<file path="src/hdl/ppgs_pkg.sv">
package ppgs_pkg;

    // One pixel request
    typedef struct packed {
        logic [7:0] pixel_gray;
        logic       row_done;
        logic       image_done;
    } t_pix_req;

    // One segment result
    typedef struct packed {
        logic [9:0] seg_start;
        logic [9:0] seg_end;
        logic       seg_valid;
        logic       seg_last;
        logic       overflow;
    } t_seg_res;

    // Configuration port
    localparam int unsigned CFG_IDX_W  = 3;
    localparam int unsigned CFG_DATA_W = 11;

    localparam logic [CFG_IDX_W-1:0] CFG_DIRECTION    = 3'd0;
    localparam logic [CFG_IDX_W-1:0] CFG_IMAGE_WIDTH  = 3'd1;
    localparam logic [CFG_IDX_W-1:0] CFG_FG_THRESHOLD = 3'd2;
    localparam logic [CFG_IDX_W-1:0] CFG_MIN_GAP      = 3'd3;
    localparam logic [CFG_IDX_W-1:0] CFG_MIN_LAST     = 3'd4;
    localparam logic [CFG_IDX_W-1:0] CFG_EDGE_PAD     = 3'd5;

    // Register reset values
    localparam logic        RST_DIRECTION    = 1'b0;
    localparam logic [10:0] RST_IMAGE_WIDTH  = 11'd1024;
    localparam logic [7:0]  RST_FG_THRESHOLD = 8'd125;
    localparam logic [10:0] RST_MIN_GAP      = 11'd15;
    localparam logic [10:0] RST_MIN_LAST     = 11'd3;
    localparam logic [3:0]  RST_EDGE_PAD     = 4'd1;

    // Gap counter saturation and closed-segment budget per image
    localparam logic [10:0] GAP_SAT    = 11'h7FF;
    localparam logic [5:0]  MAX_CLOSED = 6'd63;

    // Controller to datapath commands
    typedef struct packed {
        logic accept;
        logic clr_wr;
        logic scan_rd;
        logic finish;
    } t_ctrl_cmd;

    // Datapath to controller status
    typedef struct packed {
        logic dir_col;
        logic w_zero;
        logic clr_end;
        logic scan_end;
    } t_dp_stat;

endpackage

</file>
<file path="src/hdl/ppgs_ctrl.sv">
module ppgs_ctrl (
    input  logic                 i_clk,
    input  logic                 i_rst_n,
    input  logic                 i_start,
    input  logic                 i_image_done,
    input  ppgs_pkg::t_dp_stat   i_stat,
    output ppgs_pkg::t_ctrl_cmd  o_cmd,
    output logic                 o_busy
);
    import ppgs_pkg::*;

    localparam logic [2:0] ST_CLR   = 3'd0;
    localparam logic [2:0] ST_IDLE  = 3'd1;
    localparam logic [2:0] ST_SCAN  = 3'd2;
    localparam logic [2:0] ST_DRAIN = 3'd3;
    localparam logic [2:0] ST_FIN   = 3'd4;

    logic [2:0] r_state;
    logic [2:0] n_state;
    logic       accept;

    assign accept = (r_state == ST_IDLE) && i_start;

    // Decode commands from the state
    always_comb begin
        o_cmd.accept  = accept;
        o_cmd.clr_wr  = (r_state == ST_CLR);
        o_cmd.scan_rd = (r_state == ST_SCAN);
        o_cmd.finish  = (r_state == ST_FIN);
    end

    assign o_busy = (r_state != ST_IDLE);

    // Advance the sequencer
    always_comb begin
        n_state = r_state;
        unique case (r_state)
            ST_CLR: begin
                if (i_stat.clr_end) n_state = ST_IDLE;
            end
            ST_IDLE: begin
                if (accept && i_image_done) begin
                    if (i_stat.dir_col && !i_stat.w_zero) n_state = ST_SCAN;
                    else                                  n_state = ST_FIN;
                end
            end
            ST_SCAN: begin
                if (i_stat.scan_end) n_state = ST_DRAIN;
            end
            ST_DRAIN: begin
                n_state = ST_FIN;
            end
            ST_FIN: begin
                n_state = ST_IDLE;
            end
            default: begin
                n_state = ST_CLR;
            end
        endcase
    end

    always_ff @(posedge i_clk) begin
        if (!i_rst_n) r_state <= ST_CLR;
        else          r_state <= n_state;
    end

endmodule

</file>
<file path="src/hdl/ppgs_dp.sv">
module ppgs_dp #(
    parameter int MAX_WIDTH  = 1024,
    parameter int MAX_HEIGHT = 1024
) (
    input  logic                                  i_clk,
    input  logic                                  i_rst_n,
    input  logic                                  i_cfg_we,
    input  logic [ppgs_pkg::CFG_IDX_W-1:0]        i_cfg_idx,
    input  logic [ppgs_pkg::CFG_DATA_W-1:0]       i_cfg_data,
    input  ppgs_pkg::t_pix_req                    i_req,
    input  ppgs_pkg::t_ctrl_cmd                   i_cmd,
    output ppgs_pkg::t_dp_stat                    o_stat,
    output ppgs_pkg::t_seg_res                    o_res,
    output logic                                  o_res_strobe
);
    import ppgs_pkg::*;

    localparam int AW = $clog2(MAX_WIDTH);
    localparam int CW = $clog2(MAX_WIDTH + 1);
    localparam int HW = $clog2(MAX_HEIGHT);
    localparam int RW = $clog2(MAX_HEIGHT + 1);
    localparam int LW = (AW > HW) ? AW : HW;
    localparam int TW = LW + 1;

    // Configuration registers
    logic        r_direction;
    logic [10:0] r_image_width;
    logic [7:0]  r_fg_thr;
    logic [10:0] r_min_gap;
    logic [10:0] r_min_last;
    logic [3:0]  r_edge_pad;

    // Scan position and line counters
    logic [CW-1:0] r_col_pos;
    logic [RW-1:0] r_row_pos;
    logic          r_line_fg;
    logic [AW-1:0] r_cnt;
    logic          r_rd_v;
    logic [AW-1:0] r_rd_idx;
    logic          r_mem_q;

    // Segment tracking
    logic          r_seg_open;
    logic [LW-1:0] r_seg_begin;
    logic [LW-1:0] r_last_fg;
    logic [10:0]   r_gap;
    logic [5:0]    r_emitted;
    logic          r_ovf;

    logic          n_seg_open;
    logic [LW-1:0] n_seg_begin;
    logic [LW-1:0] n_last_fg;
    logic [10:0]   n_gap;
    logic [5:0]    n_emitted;
    logic          n_ovf;

    // Result register
    t_seg_res      r_res;
    logic          r_res_v;
    t_seg_res      n_res;
    logic          n_res_v;

    // Column occupancy: one bit per column, set by any foreground pixel in column mode
    logic          r_colmap [MAX_WIDTH];

    logic [CW-1:0] w;
    logic          in_rows;
    logic          in_cols;
    logic          fg;
    logic          line_end;
    logic          feed_en;
    logic [LW-1:0] feed_idx;
    logic          feed_ne;
    logic [10:0]   mg;
    logic [LW-1:0] pad_start;
    logic [TW-1:0] pad_end;
    logic [TW-1:0] total;
    logic [TW-1:0] seg_len;
    logic          fin_ok;
    logic [TW-1:0] fin_end;
    logic          mem_we;
    logic          mem_wd;
    logic [AW-1:0] mem_addr;

    // Clamp the width in use to the column store
    always_comb begin
        if (32'(r_image_width) > 32'(MAX_WIDTH)) w = CW'(MAX_WIDTH);
        else                                     w = CW'(r_image_width);
    end

    assign in_rows  = (r_row_pos < RW'(MAX_HEIGHT));
    assign in_cols  = (r_col_pos < w);
    assign fg       = in_rows && in_cols && (i_req.pixel_gray <= r_fg_thr);
    assign line_end = i_req.row_done || i_req.image_done;

    // Pick the line fed to the gap logic: a finished row or a scanned column
    assign feed_en  = (i_cmd.accept && !r_direction && line_end && in_rows) || r_rd_v;
    assign feed_idx = r_rd_v ? LW'(r_rd_idx) : LW'(r_row_pos);
    assign feed_ne  = r_rd_v ? r_mem_q : (r_line_fg || fg);
    assign mg       = (r_min_gap == '0) ? 11'd1 : r_min_gap;

    // Padded start and end of the current segment
    always_comb begin
        if (32'(r_seg_begin) >= 32'(r_edge_pad)) pad_start = r_seg_begin - LW'(r_edge_pad);
        else                                     pad_start = '0;
        pad_end = TW'(r_last_fg) + TW'(r_edge_pad);
        total   = r_direction ? TW'(w) : TW'(r_row_pos);
        seg_len = TW'(r_last_fg) - TW'(r_seg_begin) + TW'(1);
        fin_ok  = r_seg_open && (total != '0) && (32'(seg_len) >= 32'(r_min_last));
        if (pad_end > total - TW'(1)) fin_end = total - TW'(1);
        else                          fin_end = pad_end;
    end

    // Gap logic: open, extend or close segments, and issue results
    always_comb begin
        n_seg_open  = r_seg_open;
        n_seg_begin = r_seg_begin;
        n_last_fg   = r_last_fg;
        n_gap       = r_gap;
        n_emitted   = r_emitted;
        n_ovf       = r_ovf;
        n_res_v     = 1'b0;
        n_res       = r_res;

        if (feed_en) begin
            if (feed_ne) begin
                if (!r_seg_open) begin
                    n_seg_open  = 1'b1;
                    n_seg_begin = feed_idx;
                end else if (r_gap >= mg) begin
                    if (r_emitted < MAX_CLOSED) begin
                        n_res_v          = 1'b1;
                        n_res.seg_start  = 10'(pad_start);
                        if (pad_end > TW'(feed_idx)) n_res.seg_end = 10'(feed_idx);
                        else                         n_res.seg_end = 10'(pad_end);
                        n_res.seg_valid  = 1'b1;
                        n_res.seg_last   = 1'b0;
                        n_res.overflow   = r_ovf;
                        n_emitted        = r_emitted + 6'd1;
                    end else begin
                        n_ovf = 1'b1;
                    end
                    n_seg_begin = feed_idx;
                end
                n_last_fg = feed_idx;
                n_gap     = '0;
            end else if (r_seg_open && (r_gap < GAP_SAT)) begin
                n_gap = r_gap + 11'd1;
            end
        end

        // Final result of the image, then drop all per-image state
        if (i_cmd.finish) begin
            n_res_v        = 1'b1;
            n_res.seg_valid = fin_ok;
            n_res.seg_last  = 1'b1;
            n_res.overflow  = r_ovf;
            if (fin_ok) begin
                n_res.seg_start = 10'(pad_start);
                n_res.seg_end   = 10'(fin_end);
            end else begin
                n_res.seg_start = '0;
                n_res.seg_end   = '0;
            end
            n_seg_open  = 1'b0;
            n_seg_begin = '0;
            n_last_fg   = '0;
            n_gap       = '0;
            n_emitted   = '0;
            n_ovf       = 1'b0;
        end
    end

    // Configuration writes
    always_ff @(posedge i_clk) begin
        if (!i_rst_n) begin
            r_direction   <= RST_DIRECTION;
            r_image_width <= RST_IMAGE_WIDTH;
            r_fg_thr      <= RST_FG_THRESHOLD;
            r_min_gap     <= RST_MIN_GAP;
            r_min_last    <= RST_MIN_LAST;
            r_edge_pad    <= RST_EDGE_PAD;
        end else if (i_cfg_we) begin
            unique case (i_cfg_idx)
                CFG_DIRECTION:    r_direction   <= i_cfg_data[0];
                CFG_IMAGE_WIDTH:  r_image_width <= i_cfg_data;
                CFG_FG_THRESHOLD: r_fg_thr      <= i_cfg_data[7:0];
                CFG_MIN_GAP:      r_min_gap     <= i_cfg_data;
                CFG_MIN_LAST:     r_min_last    <= i_cfg_data;
                CFG_EDGE_PAD:     r_edge_pad    <= i_cfg_data[3:0];
                default: begin
                end
            endcase
        end
    end

    // Pixel position and row occupancy
    always_ff @(posedge i_clk) begin
        if (!i_rst_n) begin
            r_col_pos <= '0;
            r_row_pos <= '0;
            r_line_fg <= 1'b0;
        end else if (i_cmd.finish) begin
            r_col_pos <= '0;
            r_row_pos <= '0;
            r_line_fg <= 1'b0;
        end else if (i_cmd.accept) begin
            if (line_end) begin
                r_col_pos <= '0;
                r_line_fg <= 1'b0;
                if (in_rows) r_row_pos <= r_row_pos + RW'(1);
            end else begin
                if (r_col_pos < CW'(MAX_WIDTH)) r_col_pos <= r_col_pos + CW'(1);
                if (fg && !r_direction) r_line_fg <= 1'b1;
            end
        end
    end

    // Sweep counter for the clearing pass and the column scan
    always_ff @(posedge i_clk) begin
        if (!i_rst_n) begin
            r_cnt  <= '0;
            r_rd_v <= 1'b0;
        end else begin
            if (i_cmd.clr_wr || i_cmd.scan_rd) r_cnt <= r_cnt + AW'(1);
            else                               r_cnt <= '0;
            r_rd_v <= i_cmd.scan_rd;
        end
    end

    always_ff @(posedge i_clk) begin
        if (i_cmd.scan_rd) r_rd_idx <= r_cnt;
    end

    // Column store: set on foreground, cleared by sweep and on read-out
    assign mem_we   = i_cmd.clr_wr || i_cmd.scan_rd || (i_cmd.accept && r_direction && fg);
    assign mem_wd   = !(i_cmd.clr_wr || i_cmd.scan_rd);
    assign mem_addr = (i_cmd.clr_wr || i_cmd.scan_rd) ? r_cnt : r_col_pos[AW-1:0];

    always_ff @(posedge i_clk) begin
        if (mem_we) r_colmap[mem_addr] <= mem_wd;
        if (i_cmd.scan_rd) r_mem_q <= r_colmap[r_cnt];
    end

    // Segment state and result register
    always_ff @(posedge i_clk) begin
        if (!i_rst_n) begin
            r_seg_open  <= 1'b0;
            r_seg_begin <= '0;
            r_last_fg   <= '0;
            r_gap       <= '0;
            r_emitted   <= '0;
            r_ovf       <= 1'b0;
            r_res_v     <= 1'b0;
        end else begin
            r_seg_open  <= n_seg_open;
            r_seg_begin <= n_seg_begin;
            r_last_fg   <= n_last_fg;
            r_gap       <= n_gap;
            r_emitted   <= n_emitted;
            r_ovf       <= n_ovf;
            r_res_v     <= n_res_v;
        end
    end

    always_ff @(posedge i_clk) begin
        r_res <= n_res;
    end

    // Status to the controller
    always_comb begin
        o_stat.dir_col  = r_direction;
        o_stat.w_zero   = (w == '0);
        o_stat.clr_end  = (r_cnt == AW'(MAX_WIDTH - 1));
        o_stat.scan_end = ((CW'(r_cnt) + CW'(1)) == w);
    end

    assign o_res        = r_res;
    assign o_res_strobe = r_res_v;

endmodule

</file>
<file path="src/hdl/projection_profile_gap_segmenter_top.sv">
// One pixel per cycle while busy is low; a segment closed by a row end shows in the
// cycle after that row's last pixel. At image end busy stays high through the finish
// state in row mode, and through a scan of W columns (one read per cycle), drain and
// finish in column mode (W: image_width clamped to MAX_WIDTH; W = 0 behaves as row
// mode). After reset busy stays high while the column store is cleared. Results are
// strobed for one cycle each; the receiver cannot stall.
module projection_profile_gap_segmenter_top #(
    parameter int MAX_WIDTH  = 1024,
    parameter int MAX_HEIGHT = 1024
) (
    input  logic                             i_clk,
    input  logic                             i_rst_n,
    input  logic                             start,
    output logic                             busy,
    input  ppgs_pkg::t_pix_req               i_req,
    output ppgs_pkg::t_seg_res               o_res,
    output logic                             o_res_strobe,
    input  logic                             i_cfg_we,
    input  logic [ppgs_pkg::CFG_IDX_W-1:0]   i_cfg_idx,
    input  logic [ppgs_pkg::CFG_DATA_W-1:0]  i_cfg_data
);
    import ppgs_pkg::*;

    t_ctrl_cmd cmd;
    t_dp_stat  stat;

    // Sequencer
    ppgs_ctrl u_ctrl (
        .i_clk        (i_clk),
        .i_rst_n      (i_rst_n),
        .i_start      (start),
        .i_image_done (i_req.image_done),
        .i_stat       (stat),
        .o_cmd        (cmd),
        .o_busy       (busy)
    );

    // Counters, column store and gap logic
    ppgs_dp #(
        .MAX_WIDTH  (MAX_WIDTH),
        .MAX_HEIGHT (MAX_HEIGHT)
    ) u_dp (
        .i_clk        (i_clk),
        .i_rst_n      (i_rst_n),
        .i_cfg_we     (i_cfg_we),
        .i_cfg_idx    (i_cfg_idx),
        .i_cfg_data   (i_cfg_data),
        .i_req        (i_req),
        .i_cmd        (cmd),
        .o_stat       (stat),
        .o_res        (o_res),
        .o_res_strobe (o_res_strobe)
    );

endmodule

</file>
<file path="config.mk">
export PLATFORM = sky130hd
export DESIGN_NAME = projection_profile_gap_segmenter_top
export DESIGN_NICKNAME = d
export VERILOG_FILES = /design/src/hdl/ppgs_pkg.sv /design/src/hdl/ppgs_ctrl.sv /design/src/hdl/ppgs_dp.sv /design/src/hdl/projection_profile_gap_segmenter_top.sv
export SDC_FILE = /design/constraint.sdc
export NUM_CORES = 2
export LEC_CHECK = 0
export CORE_UTILIZATION = 35
export CTS_CLUSTER_SIZE = 40
export DETAILED_ROUTE_END_ITERATION = 6
export DONT_BUFFER_PORTS = 1
export SYNTH_ARGS = -nofsm -noshare
export SYNTH_HDL_FRONTEND = slang
export SYNTH_HIERARCHICAL = 1
export SYNTH_SLANG_ARGS = --single-unit
</file>
<file path="constraint.sdc">
create_clock -name i_clk -period 31 [get_ports i_clk]
set_input_delay 3.1 -clock i_clk [delete_from_list [all_inputs] [get_ports i_clk]]
set_output_delay 3.1 -clock i_clk [all_outputs]
set_load 0.05 [all_outputs]
</file>
==> results.py <==
metrics = {
    "clock_network": {
        "cts_setup_buffers": 0,
        "root_buffer": "clkbuf_16",
        "clock_latency_ns": 0.77,
        "cts_buffer_depth": 3,
        "cts_resized": 0,
        "h-tree-depth": 3,
        "ctsHoldBuffers": 0,
        "cts_sinks": 1181,
        "cts_tree": "built",
        "clk_pin_slew_ns": 0.06,
        "cts_buffers": 120,
    },
    "timing": {
        "worst_slew_pin_slew_ns": 1.473,
        "max_slew_margin_pct": 1.560,
        "rsz0062_at_grt": "false",
        "fin_worst_skew_ns": 0.08397,
        "setup_viol": 0,
        "fmax_ghz": 0.1640,
        "hold_viol": 0,
        "maxSlewViolCount": 0,
        "post-route-period-util_pct": 19.66,
        "post-route-min-period_ns": 6.096,
        "setup_tns_ns": 0,
        "holdWs_ns": 0.4667,
    },
    "logic_synthesis": {
        "synthFlopType": "edfxtp_1",
        "synth_top_family_by_area": "multiplexers",
        "ys_ff_latch": 1181,
        "synthDistinctLibCells": 81,
        "yosysWarningCount": 6,
        "synth_common_cells": "nor2_1, edfxtp_1, mux4_2, clkbuf_1, nand2_1",
        "synth_top_area_share_pct": 58.47,
        "synth-simple-area-share_pct": 12.62,
        "synth-edff-count": 1057,
        "async_reset_ff_share_pct": 0,
        "synth_area_leader_cell": "edfxtp_1",
        "yosysMostFrequentCell": "nor2_1",
        "yosysSeqAreaShare_pct": 63.04,
        "synth_xor_area_share_pct": 1.049,
        "syn_avg_cell_area_um2": 13.15,
        "synth_area_leaders": "edfxtp_1, mux4_2, nor2_1, dfxtp_1, ha_1",
        "synthMuxAreaShare_pct": 13.02,
        "syn-num-nets": 4252,
        "syn_inst": 4129,
        "synth_compound_area_share_pct": 4.557,
        "synthAdderAreaFrac_pct": 2.231,
        "syn_area_mm2": 0.05429,
    },
    "die": {
        "ios": 53,
        "dieHeight_um": 395.8,
        "design.die.area_mm2": 0.1567,
        "initial_utilization_pct": 35.24,
        "die_w_um": 395.8,
        "row_count": 144,
        "design.core.area_mm2": 0.1540,
    },
    "cells_and_area": {
        "drive_gt1_share_pct": 14.08,
        "diodes": 0,
        "finalNetCount": 4097,
        "fillers": 14630,
        "area_growth_pct": 10.33,
    },
    "global_routing": {
        "grt_usage_pct": 18.55,
        "grt_pass1_wl_mm": 218.5,
        "grt_overflow_total": 0,
        "antenna_found_initial": 2,
        "grt_max_degree": 174,
        "first_global_vias": 32970,
    },
    "run": {
        "maxCapViolations": 0,
    },
    "drt": {
        "via_per_inst": 5.565,
        "final_antenna_net_count": 0,
        "drcViolationCount": 0,
        "routed_wirelength_mm": 147.5,
        "drt-initial-drc-count": 3947,
        "wl_per_cell_um": 24.11,
        "first_pass_iters": 6,
        "route.vias.total": 34060,
    },
    "pwr": {
        "power_density_mw_per_mm2": 55.93,
        "cellLeakagePower_nw": 18.12,
        "ir_drop_mv": 0.05047,
    },
    "critical_path": {
        "cp_max_fo": 28,
        "worstSetupStartpointType": "primary input",
        "critPathCaptureType": "flip-flop",
        "critPathRequiredTime_ns": 31.39,
        "crit_type": "in -> reg",
        "cp.arrival_ns": 6.48,
    },
    "placed_design": {
        "dp.final_hpwl_mm": 86.51,
        "gp_congestion": 0.8442,
        "port_buffers": 0,
    },
    "min_path": {
        "hp-class": "reg -> reg",
    },
    "status": {
        "status": "completed",
    },
}
-- cells by family (layout without fill, tap and decap cells) --
kind of cell,after synthesis,after routing
compound gates,346,346
fa+ha+maj,95,95
flops,1181,1181
xor+xnor,65,65
mux,361,361
buf+inv,430,377
simple gates,1651,1651
-- cells in the final DEF (no fill, tap or decap), drive strengths merged, types with 26 or more instances in the layout --
master / count
a211oi: 29
a21boi: 29
a21o: 28
a21oi: 51
a22oi: 31
and3: 26
buf: 64
clkbuf: 151
clkinv: 57
dfxtp: 124
edfxtp: 1057
ha: 92
inv: 92
mux2i: 75
mux4: 272
nand2: 243
nand3: 70
nor2: 1075
nor2b: 28
nor3: 118
o21ai: 35
xnor2: 44
-- worst max-delay path, cell delays in order --
cell and delay [ns]:
ha_1 0.29, nor2b_1 0.14, o21a_1 0.17, o21a_1 0.17, o21bai_1 0.12, a21oi_1 0.21
o41ai_4 0.40, buf_4 0.44, nand3_2 0.66, buf_4 0.53, nor2_1 0.23
-- registers in the layout, indices dropped and copies added, names as in the netlist, 3 cells and up --
signal,cells
u_dp/r_image_width,11
u_dp/r_last_fg,10
u_dp/r_min_gap,11
u_dp/r_min_last,11
u_ctrl/r_state,3
u_dp/r_emitted,6
u_dp/r_seg_begin,10
u_dp/r_col_pos,11
u_dp/o_res,23
u_dp/r_gap,11
u_dp/r_rd_idx,10
u_dp/r_edge_pad,4
u_dp/r_fg_thr,8
u_dp/r_cnt,10
u_dp/r_row_pos,11
u_dp/r_colmap,1024
-- per-layer routing --
layer  track usage, %  part of all wire, %
met1            25.69                   42
met2            29.17                   46
met3            4.200                  9.1
met4            5.233                  2.8
met5                0               0.0047
-- power breakdown --
| part | switching [W] | total [W] | internal [W] |
|---|---|---|---|
| Clock | 0.000631 | 0.00145 | 0.000822 |
| Combinational | 0.000106 | 0.000179 | 0.0000725 |
| Sequential | 0.00000812 | 0.00172 | 0.00171 |
-- through the flow --
step	area (um2)	cells	utilization, %	power [W]	worst slack, ns
6_report	59890	6120	38.88	0.003349	24.90
5_1_grt	59890	6120	38.88	0.003443	24.64
4_1_cts	59890	6120	38.88	0.003375	25.01
3_5_place_dp	55960	5896	36.32	0.001930	24.24
3_3_place_gp	55960	5896	36.32	0.001929	24.25
2_1_floorplan	54290	4129	-	0.001873	9.209
-- worst paths after layout --
path,startpoint,end,slack [ns],depth (start not counted)
max,i_req[3],u_dp/r_colmap[416],24.90,11
min reg2reg,u_dp/r_min_gap[4],u_dp/r_min_gap[4],0.47,2
max reg2reg,u_ctrl/r_state[1],u_dp/r_colmap[478],25.48,11
min,u_dp/r_min_gap[4],u_dp/r_min_gap[4],0.47,2
-- final cells by class --
| class | instances | area, um2 | area share, % |
|---|---|---|---|
| Multi-Input combinational cell | 2518 | 18320 | 30.58 |
| Clock inverter | 73 | 742.0 | 1.239 |
| Tap cell | 2044 | 2557 | 4.270 |
| Timing Repair Buffer | 64 | 505.5 | 0.8440 |
| Inverter | 89 | 341.6 | 0.5703 |
| Clock buffer | 151 | 3193 | 5.331 |
| Sequential cell | 1181 | 34240 | 57.16 |
No activity file was read; power rests on OpenSTA's default activity.
